`src/sv/wsjd_pkg.sv`:
```
package wsjd_pkg;

  localparam int MAX_WORKERS_DEF = 8;
  localparam int QUEUE_DEPTH_DEF = 16;

  localparam logic [15:0] PENDING_MAX = 16'hFFFF;

  // Command codes carried in the input tuser.
  localparam logic [1:0] CMD_SCHEDULE = 2'd0;
  localparam logic [1:0] CMD_FETCH    = 2'd1;
  localparam logic [1:0] CMD_FINISH   = 2'd2;

  // Result status codes carried in the output tuser.
  localparam logic [1:0] ST_OK    = 2'd0;
  localparam logic [1:0] ST_FULL  = 2'd1;
  localparam logic [1:0] ST_EMPTY = 2'd2;

  typedef enum logic [1:0] {
    S_IDLE,
    S_EXEC,
    S_FIN
  } state_t;

  typedef struct packed {
    logic take;   // latch the incoming transaction
    logic exec;   // update queues and pending count
    logic load;   // move the result into the output register
  } ctl_cmd_t;

  typedef struct packed {
    logic out_free;
  } dp_sts_t;

endpackage

```
`src/sv/work_stealing_job_dispatcher.sv`:
```
// Channel   Direction  Handshake               Payload
// in_       slave      in_tvalid / in_tready   tuser: cmd; tdata: worker, job_handle
// out_      master     out_tvalid / out_tready tuser: status; tdata: result fields
// cfg_      write      cfg_wr_en               active_workers
//
// Every transaction passes through two states: S_EXEC updates the queue state
// and writes or reads the job store, S_FIN moves the result into the output
// register, where the next transaction is taken. Reset (rst_n low,
// synchronous) empties all queues and clears the pending count; the job store
// is not cleared. A stalled output holds its result; one more transaction is
// taken and executed, then in_tready stays low until the output is taken.
module work_stealing_job_dispatcher import wsjd_pkg::*; #(
  parameter int MAX_WORKERS = MAX_WORKERS_DEF,
  parameter int QUEUE_DEPTH = QUEUE_DEPTH_DEF
) (
  input  logic        clk,
  input  logic        rst_n,
  input  logic        cfg_wr_en,
  input  logic [3:0]  cfg_wr_data,    // active_workers
  input  logic        in_tvalid,
  output logic        in_tready,
  input  logic [23:0] in_tdata,       // worker[2:0], job_handle[18:3], zero pad
  input  logic [1:0]  in_tuser,       // cmd[1:0]
  output logic        out_tvalid,
  input  logic        out_tready,
  output logic [39:0] out_tdata,      // job_out[15:0], source_queue[18:16],
                                      // stolen[19], pending_count[35:20],
                                      // all_done[36], zero pad
  output logic [1:0]  out_tuser       // status[1:0]
);

  ctl_cmd_t    cmd;
  dp_sts_t     sts;
  logic [1:0]  res_status;
  logic [15:0] res_job;
  logic [2:0]  res_src;
  logic        res_stolen;
  logic [15:0] res_pending;
  logic        res_all_done;

  wsjd_ctrl u_ctrl (
    .clk       (clk),
    .rst_n     (rst_n),
    .in_tvalid (in_tvalid),
    .in_tready (in_tready),
    .sts       (sts),
    .cmd       (cmd)
  );

  wsjd_dp #(
    .MAX_WORKERS (MAX_WORKERS),
    .QUEUE_DEPTH (QUEUE_DEPTH)
  ) u_dp (
    .clk          (clk),
    .rst_n        (rst_n),
    .cfg_wr_en    (cfg_wr_en),
    .cfg_wr_data  (cfg_wr_data),
    .item_cmd     (in_tuser),
    .item_worker  (in_tdata[2:0]),
    .item_handle  (in_tdata[18:3]),
    .out_tready   (out_tready),
    .out_tvalid   (out_tvalid),
    .res_status   (res_status),
    .res_job      (res_job),
    .res_src      (res_src),
    .res_stolen   (res_stolen),
    .res_pending  (res_pending),
    .res_all_done (res_all_done),
    .cmd          (cmd),
    .sts          (sts)
  );

  assign out_tuser = res_status;
  assign out_tdata = {3'b000, res_all_done, res_pending, res_stolen, res_src, res_job};

endmodule

```
`src/sv/wsjd_ram.sv`:
```
module wsjd_ram import wsjd_pkg::*; #(
  parameter int WIDTH = 16,
  parameter int DEPTH = 128
) (
  input  logic                     clk,
  input  logic                     we,
  input  logic                     re,
  input  logic [$clog2(DEPTH)-1:0] addr,
  input  logic [WIDTH-1:0]         wdata,
  output logic [WIDTH-1:0]         rdata
);

  logic [WIDTH-1:0] mem [DEPTH];
  logic [WIDTH-1:0] rdata_r;

  always_ff @(posedge clk) begin
    if (we) begin
      mem[addr] <= wdata;
    end
    if (re) begin
      rdata_r <= mem[addr];
    end
  end

  assign rdata = rdata_r;

endmodule

```
`src/sv/wsjd_ctrl.sv`:
```
module wsjd_ctrl import wsjd_pkg::*; (
  input  logic     clk,
  input  logic     rst_n,
  input  logic     in_tvalid,
  output logic     in_tready,
  input  dp_sts_t  sts,
  output ctl_cmd_t cmd
);

  state_t state_r, state_nxt;

  always_ff @(posedge clk) begin
    if (!rst_n) begin
      state_r <= S_IDLE;
    end else begin
      state_r <= state_nxt;
    end
  end

  always_comb begin
    state_nxt = state_r;
    in_tready = 1'b0;
    cmd       = '0;
    case (state_r)
      S_IDLE: begin
        in_tready = 1'b1;
        if (in_tvalid) begin
          cmd.take  = 1'b1;
          state_nxt = S_EXEC;
        end
      end
      S_EXEC: begin
        cmd.exec  = 1'b1;
        state_nxt = S_FIN;
      end
      S_FIN: begin
        // The next transaction may be taken in the same cycle the result leaves.
        if (sts.out_free) begin
          cmd.load  = 1'b1;
          in_tready = 1'b1;
          if (in_tvalid) begin
            cmd.take  = 1'b1;
            state_nxt = S_EXEC;
          end else begin
            state_nxt = S_IDLE;
          end
        end
      end
      default: begin
        state_nxt = S_IDLE;
      end
    endcase
  end

endmodule

```
`src/sv/wsjd_dp.sv`:
```
module wsjd_dp import wsjd_pkg::*; #(
  parameter int MAX_WORKERS = MAX_WORKERS_DEF,
  parameter int QUEUE_DEPTH = QUEUE_DEPTH_DEF
) (
  input  logic        clk,
  input  logic        rst_n,
  input  logic        cfg_wr_en,
  input  logic [3:0]  cfg_wr_data,
  input  logic [1:0]  item_cmd,
  input  logic [2:0]  item_worker,
  input  logic [15:0] item_handle,
  input  logic        out_tready,
  output logic        out_tvalid,
  output logic [1:0]  res_status,
  output logic [15:0] res_job,
  output logic [2:0]  res_src,
  output logic        res_stolen,
  output logic [15:0] res_pending,
  output logic        res_all_done,
  input  ctl_cmd_t    cmd,
  output dp_sts_t     sts
);

  localparam int QW = (MAX_WORKERS > 1) ? $clog2(MAX_WORKERS) : 1;
  localparam int SW = $clog2(QUEUE_DEPTH);
  localparam int FW = $clog2(QUEUE_DEPTH + 1);
  localparam int AW = $clog2(MAX_WORKERS * QUEUE_DEPTH);
  localparam logic [SW:0] QD = (SW + 1)'(QUEUE_DEPTH);

  logic [3:0]    active_r;
  logic [1:0]    cmd_r;
  logic [2:0]    worker_r;
  logic [15:0]   handle_r;
  logic [QW-1:0] place_r, place_nxt;
  logic [15:0]   pend_r, pend_nxt;
  logic [SW-1:0] head_r [MAX_WORKERS];
  logic [FW-1:0] fill_r [MAX_WORKERS];

  logic [1:0]    rs_status_r, rs_status_nxt;
  logic [2:0]    rs_src_r, rs_src_nxt;
  logic          rs_stolen_r, rs_stolen_nxt;
  logic          rs_ram_r, rs_ram_nxt;

  logic          out_valid_r;
  logic [1:0]    out_status_r;
  logic [15:0]   out_job_r;
  logic [2:0]    out_src_r;
  logic          out_stolen_r;
  logic [15:0]   out_pend_r;

  logic [3:0]    cnt;
  logic [QW-1:0] q_place, place_adv, wq, victim, hi_v, lo_v, sel_q;
  logic          worker_ok, own_ne, hi_found, lo_found, steal_ok;
  logic [MAX_WORKERS-1:0] nonempty;
  logic [SW-1:0] h, slot;
  logic [FW-1:0] f;
  logic [SW:0]   sum_new, sum_m1, slot_push, slot_newest, head_inc;
  logic          is_full;
  logic          fill_up, fill_dn, head_up;
  logic          ram_we, ram_re;
  logic [AW-1:0] ram_addr;
  logic [15:0]   ram_rdata;

  always_comb begin
    if (active_r == 4'd0) begin
      cnt = 4'd1;
    end else if (32'(active_r) > MAX_WORKERS) begin
      cnt = 4'(MAX_WORKERS);
    end else begin
      cnt = active_r;
    end
  end

  assign q_place   = (32'(place_r) < 32'(cnt)) ? place_r : '0;
  assign place_adv = (32'(q_place) + 1 >= 32'(cnt)) ? '0 : q_place + QW'(1);
  assign wq        = QW'(worker_r);
  assign worker_ok = 32'(worker_r) < 32'(cnt);

  always_comb begin
    for (int j = 0; j < MAX_WORKERS; j++) begin
      nonempty[j] = (fill_r[j] != '0);
    end
  end

  assign own_ne = nonempty[wq];

  // Ring order from the next worker: first the active queues above the
  // asking worker, then the ones below it, each lowest index first.
  always_comb begin
    hi_found = 1'b0;
    lo_found = 1'b0;
    hi_v     = '0;
    lo_v     = '0;
    for (int j = 0; j < MAX_WORKERS; j++) begin
      if (!hi_found && nonempty[j] && (j > 32'(worker_r)) && (j < 32'(cnt))) begin
        hi_found = 1'b1;
        hi_v     = QW'(j);
      end
      if (!lo_found && nonempty[j] && (j < 32'(worker_r))) begin
        lo_found = 1'b1;
        lo_v     = QW'(j);
      end
    end
  end

  assign victim   = hi_found ? hi_v : lo_v;
  assign steal_ok = worker_ok && !own_ne && (hi_found || lo_found);

  always_comb begin
    if (cmd_r == CMD_SCHEDULE) begin
      sel_q = q_place;
    end else if (own_ne) begin
      sel_q = wq;
    end else begin
      sel_q = victim;
    end
  end

  assign h = head_r[sel_q];
  assign f = fill_r[sel_q];

  assign sum_new     = {1'b0, h} + (SW + 1)'(f);
  assign sum_m1      = sum_new - (SW + 1)'(1);
  assign slot_push   = (sum_new >= QD) ? sum_new - QD : sum_new;
  assign slot_newest = (sum_m1 >= QD) ? sum_m1 - QD : sum_m1;
  assign head_inc    = ({1'b0, h} + (SW + 1)'(1) == QD) ? '0 : {1'b0, h} + (SW + 1)'(1);
  assign is_full     = (32'(f) >= QUEUE_DEPTH);

  always_comb begin
    rs_status_nxt = ST_OK;
    rs_src_nxt    = '0;
    rs_stolen_nxt = 1'b0;
    rs_ram_nxt    = 1'b0;
    ram_we        = 1'b0;
    ram_re        = 1'b0;
    slot          = '0;
    fill_up       = 1'b0;
    fill_dn       = 1'b0;
    head_up       = 1'b0;
    pend_nxt      = pend_r;
    place_nxt     = place_r;
    case (cmd_r)
      CMD_SCHEDULE: begin
        place_nxt  = place_adv;
        rs_src_nxt = 3'(q_place);
        if (is_full) begin
          rs_status_nxt = ST_FULL;
        end else begin
          ram_we  = cmd.exec;
          slot    = slot_push[SW-1:0];
          fill_up = 1'b1;
          if (pend_r != PENDING_MAX) begin
            pend_nxt = pend_r + 16'd1;
          end
        end
      end
      CMD_FETCH: begin
        rs_status_nxt = ST_EMPTY;
        rs_src_nxt    = worker_r;
        if (worker_ok && own_ne) begin
          ram_re        = cmd.exec;
          slot          = slot_newest[SW-1:0];
          fill_dn       = 1'b1;
          rs_status_nxt = ST_OK;
          rs_ram_nxt    = 1'b1;
        end else if (steal_ok) begin
          ram_re        = cmd.exec;
          slot          = h;
          head_up       = 1'b1;
          fill_dn       = 1'b1;
          rs_src_nxt    = 3'(victim);
          rs_stolen_nxt = 1'b1;
          rs_status_nxt = ST_OK;
          rs_ram_nxt    = 1'b1;
        end
      end
      CMD_FINISH: begin
        if (pend_r != 16'd0) begin
          pend_nxt = pend_r - 16'd1;
        end
      end
      default: begin
        rs_status_nxt = ST_OK;
      end
    endcase
  end

  assign ram_addr = AW'(32'(sel_q) * QUEUE_DEPTH + 32'(slot));

  wsjd_ram #(
    .WIDTH (16),
    .DEPTH (MAX_WORKERS * QUEUE_DEPTH)
  ) u_store (
    .clk   (clk),
    .we    (ram_we),
    .re    (ram_re),
    .addr  (ram_addr),
    .wdata (handle_r),
    .rdata (ram_rdata)
  );

  always_ff @(posedge clk) begin
    if (!rst_n) begin
      active_r <= 4'd1;
    end else if (cfg_wr_en) begin
      active_r <= cfg_wr_data;
    end
  end

  always_ff @(posedge clk) begin
    if (cmd.take) begin
      cmd_r    <= item_cmd;
      worker_r <= item_worker;
      handle_r <= item_handle;
    end
    if (cmd.exec) begin
      rs_status_r <= rs_status_nxt;
      rs_src_r    <= rs_src_nxt;
      rs_stolen_r <= rs_stolen_nxt;
      rs_ram_r    <= rs_ram_nxt;
    end
    if (cmd.load) begin
      out_status_r <= rs_status_r;
      out_job_r    <= rs_ram_r ? ram_rdata : 16'd0;
      out_src_r    <= rs_src_r;
      out_stolen_r <= rs_stolen_r;
      out_pend_r   <= pend_r;
    end
  end

  always_ff @(posedge clk) begin
    if (!rst_n) begin
      place_r     <= '0;
      pend_r      <= '0;
      out_valid_r <= 1'b0;
      for (int j = 0; j < MAX_WORKERS; j++) begin
        head_r[j] <= '0;
        fill_r[j] <= '0;
      end
    end else begin
      if (cmd.exec) begin
        place_r <= place_nxt;
        pend_r  <= pend_nxt;
        if (fill_up) begin
          fill_r[sel_q] <= f + FW'(1);
        end else if (fill_dn) begin
          fill_r[sel_q] <= f - FW'(1);
        end
        if (head_up) begin
          head_r[sel_q] <= head_inc[SW-1:0];
        end
      end
      if (cmd.load) begin
        out_valid_r <= 1'b1;
      end else if (out_tready) begin
        out_valid_r <= 1'b0;
      end
    end
  end

  assign sts.out_free = !out_valid_r || out_tready;

  assign out_tvalid   = out_valid_r;
  assign res_status   = out_status_r;
  assign res_job      = out_job_r;
  assign res_src      = out_src_r;
  assign res_stolen   = out_stolen_r;
  assign res_pending  = out_pend_r;
  assign res_all_done = (out_pend_r == 16'd0);

endmodule
```
`config.mk`:
```
export PLATFORM = sky130hd
export DESIGN_NAME = work_stealing_job_dispatcher
export DESIGN_NICKNAME = d
export VERILOG_FILES = /design/src/sv/wsjd_pkg.sv /design/src/sv/work_stealing_job_dispatcher.sv /design/src/sv/wsjd_ram.sv /design/src/sv/wsjd_ctrl.sv /design/src/sv/wsjd_dp.sv
export SDC_FILE = /design/constraint.sdc
export NUM_CORES = 2
export LEC_CHECK = 0
export BUFFER_PORTS_ARGS = -buffer_cell sky130_fd_sc_hd__buf_2
export CORE_MARGIN = 2
export CORE_UTILIZATION = 40
export CTS_CLUSTER_SIZE = 40
export DETAILED_ROUTE_END_ITERATION = 16
export PLACE_DENSITY_LB_ADDON = 0.05
export SYNTH_ARGS = -nofsm -noshare
export SYNTH_HDL_FRONTEND = slang
export SYNTH_SLANG_ARGS = --single-unit
```
`constraint.sdc`:
```
create_clock -name clk -period 10.61 [get_ports clk]
set_clock_uncertainty 0.15 [all_clocks]
set_input_delay 0.5305 -clock clk [delete_from_list [all_inputs] [get_ports clk]]
set_output_delay 0.5305 -clock clk [all_outputs]
set_load 0.02 [all_outputs]
```
==> impl_metrics.csv <==
group,metric,value,unit
run,cap_viol_max_count,0,
synth,synth_ff_type,"edfxtp_1",
drt,avgViaCountPerCell,6.05,
synth,cell_types_with_the_largest_area_share_after_synthesis,"edfxtp_1 (74%), nand2_1 (4.4%), a221oi_1 (1.6%), mux2i_1 (1.6%), nand3_1 (1.6%)",
drt,met3_routed_length,26200,um
clock_tree,cts_tree,"yes",
placed_design,routability_driven_placement_congestion_ratio,0.881,
critical_path,crit_path_max_delay_family,"compound AO/OA/AOI/OAI gates",
clock_tree,post_cts_resize_count,0,
finish,area_delta_synth_final,15.4,%
drt,drc_errors,0,
synth,avgSynthCellArea,14.6,sq um
timing,max-slew-margin-rel,0.0383,
placed_design,detailed_place.area,0.0949,sq mm
clock_tree,cts_inserted_buffers,236,
clock_tree,clk-insertion-delay-late,0.90,ns
die,floorplan.die.height,475,um
drt,met2_wirelength,154000,um
drt,wirelength_met1,139000,um
clock_tree,cts.clk_slew.worst_paths,0.06,ns
finish,fraction_of_layout_cells_with_a_size_suffix_above_1,0.145,
timing,report.final.setup_viol,0,
clock_tree,h-tree-depth,4,
finish,layout.cells.most_common_list,"edfxtp_1 (2,202), nand2_1 (1,042), buf_4 (346)",
die,die_area,0.226,sq mm
timing,worstMarginPinSlew,1.41,ns
critical_path,timing.critical_path.slowest_stage_cell,"a2111oi_0",
grt,grt_antenna_before_repair,17,
synth,post_synth_num_cell_types,104,
power,power.density_cell_area,239,mW/mm^2
timing,tns,0,ns
synth,ys.warnings.count,0,
synth,yosysTopAreaCell,"edfxtp_1",
timing,max_clock_freq,0.0983,GHz
critical_path,timing.critical_path.mode_cell,"nor2_1",
synth,postSynthCellCount,6087,
power,peakVddDrop,0.215,mV
timing,min_period_over_period,0.959,
grt,pin_count_of_the_biggest_net_entering_global_routing,129,
grt,first_global_vias,54800,
timing,unrepaired_setup_endpoints_after_global_routing,"no",
synth,asyncSetResetFlopFracSynth,0,
critical_path,setup.worst_path.end_class,"register",
synth,postSynthRegisterBits,2228,
clock_tree,cts-root-buf,"clkbuf_16",
die,top_level_ports,79,
finish,num-nets-final,6486,
status,run_status,"complete, no violations",
die,initial_core_util,0.403,
timing,number_of_max_slew_violations_in_the_final_report,0,
power,fin_total_pwr,24500,uW
finish,final_area,0.102,sq mm
grt,overflow,0,
timing,final-hold-violation-count,0,
drt,maxUsedRoutingLayer,"met5",
grt,global_route_wire_length_before_repair,457000,um
drt,drt_wl_cell,34.7,um
synth,synth_top_cell_area_share,0.745,
power,power_leakage,0.0336,uW
drt,drt_iter0_drc,7577,
finish,fillerInstances,19400,
critical_path,cp.arrival,10.55,ns
placed_design,post-dp-hpwl,200000,um
placed_design,io_buffers,70,
clock_tree,maximum_buffer_depth_of_the_clock_tree,3,
hold_path,hp-class,"in2reg",
drt,routed_wirelength,333000,um
clock_tree,cts_sinks,2228,
critical_path,worstPathMaxFanout,17,
critical_path,startpoint_type,"register",
drt,routed-via-count,58000,
critical_path,cp_slowest_stage_delay,1.18,ns
finish,leading_cell_type_in_the_layout_fill_and_taps_excluded,"edfxtp_1",
synth,synth_sequential_area_ratio,0.751,
drt,drt-pass1-iter-count,9,
synth,synth.cell_area,0.0888,sq mm
die,core_area,0.220,sq mm
timing,layout_min_cycle_time,10.17,ns
die,rows,172,
critical_path,critPathBufInv,4,
critical_path,worstPathRequired,10.99,ns
clock_tree,post_cts.repair.setup_buffers,0,
drt,route.antenna.remaining_nets,0,
synth,synth-edff-count,2202,
clock_tree,cts.hold.buffers_added,33,
grt,globalRouteTotalUtil,0.291,
die,dieWidth,475,um
critical_path,critPathKind,"reg2reg",
[cells by family (layout without fill, tap and decap cells)]
group / Yosys count / after routing / share of synthesized area
compound gates: 1272 / 1272 / 0.104
xor+xnor: 18 / 18 / 0.00193
fa+ha+maj: 34 / 34 / 0.00504
buf+inv: 426 / 947 / 0.0223
flops: 2228 / 2228 / 0.751
mux: 179 / 179 / 0.0209
other cells: 1 / 13 / 0.0000422
simple gates: 1929 / 1929 / 0.0951
[state kept, by name (all words and copies together) (netlist names)]
name                cells
u_dp.res_status         2
u_dp.pend_r            16
u_ctrl.state_r          2
u_dp.rs_status_r        2
u_dp.res_src            3
u_dp.cmd_r              2
u_dp.place_r            3
u_dp.rs_ram_r           1
u_dp.fill_r            40
u_dp.res_job           16
u_dp.res_stolen         1
u_dp.u_store.mem     2048
u_dp.worker_r           3
u_dp.res_pending       16
u_dp.head_r            32
u_dp.active_r           4
u_dp.out_tvalid         1
u_dp.u_store.rdata     16
u_dp.rs_stolen_r        1
u_dp.rs_src_r           3
u_dp.handle_r          16
[worst reg2reg max path, stage by stage, from the launching register on]
cell,delay (ns)
edfxtp_1,0.72
nor3_1,0.13
a2111oi_1,1.06
nor4_2,0.23
o2bb2ai_1,0.45
nor2_4,0.14
buf_4,0.22
nand2_1,0.13
nor2_1,0.08
a21oi_1,0.14
nor2_1,0.05
a211oi_1,0.70
fa_1,0.59
inv_1,0.08
ha_1,0.16
nand3b_1,0.19
nor2_1,0.07
buf_4,0.22
a211oi_4,0.81
buf_4,0.45
nor2_4,0.20
a221oi_1,0.33
nor2_1,0.09
a2111oi_0,1.18
o32ai_1,0.20
nor2_1,0.66
o32ai_1,0.35
[per-stage QoR]
stage,utilization,hold WS (ns),setup slack [ns],std cells
after floorplan,-,0.250,2.67,6089
after global placement,0.431,0.260,0.989,9104
after detailed placement,0.431,0.261,0.986,9104
after CTS,0.465,0.0547,0.911,9568
after global routing,0.465,0.0986,0.351,9569
final,0.465,0.112,0.438,9578
[layout make-up]
class,instances,area (sq um),area share
clock buffers,292,6150,0.0600
flip-flops and latches,2228,66600,0.650
clock inverters,139,1110,0.0108
inverters,24,90.1,0.000879
multi-input cells,3435,20600,0.201
repair buffers,492,4140,0.0404
diodes,10,25.0,0.000244
well taps,2958,3700,0.0361
[routing by layer]
metal,up-vias,global-route usage
li1,24500,-
met1,30300,0.404
met2,2678,0.460
met3,529,0.0512
met4,16,0.105
met5,-,0
[worst paths after layout]
kind / depth (start not counted) / to / from / slack [ns]
min reg2reg: 0 / u_dp.res_src[1] / u_dp.rs_src_r[1] / 0.27
max reg2reg: 26 / u_dp.u_store.rdata[10] / u_dp.worker_r[1] / 0.44
min: 3 / u_dp.active_r[1] / rst_n / 0.11
max: 26 / u_dp.u_store.rdata[10] / u_dp.worker_r[1] / 0.44
[synth_stat cells, types with 22 or more instances]
cell type	count
buf_1	41
a22o_1	25
and3_1	86
o22ai_1	51
ha_1	31
a22oi_1	115
buf_2	216
a31oi_1	70
mux2i_1	142
edfxtp_1	2202
a311oi_1	79
mux2_2	30
nand4_1	37
inv_1	23
nor2b_1	23
nand3_1	277
a21oi_1	263
a2111oi_0	24
a222oi_1	22
clkbuf_1	122
and2_1	29
a221oi_1	166
o21ai_0	112
nor3_1	38
o211ai_1	47
dfxtp_1	26
a211oi_1	88
nor2_1	298
nand2_1	1046
[report_power, final]
part / internal, uW / switching (uW)
combinational: 1820 / 5040
sequential: 9730 / 21.2
clock: 4360 / 3540
(Power assumes the default switching activity.)
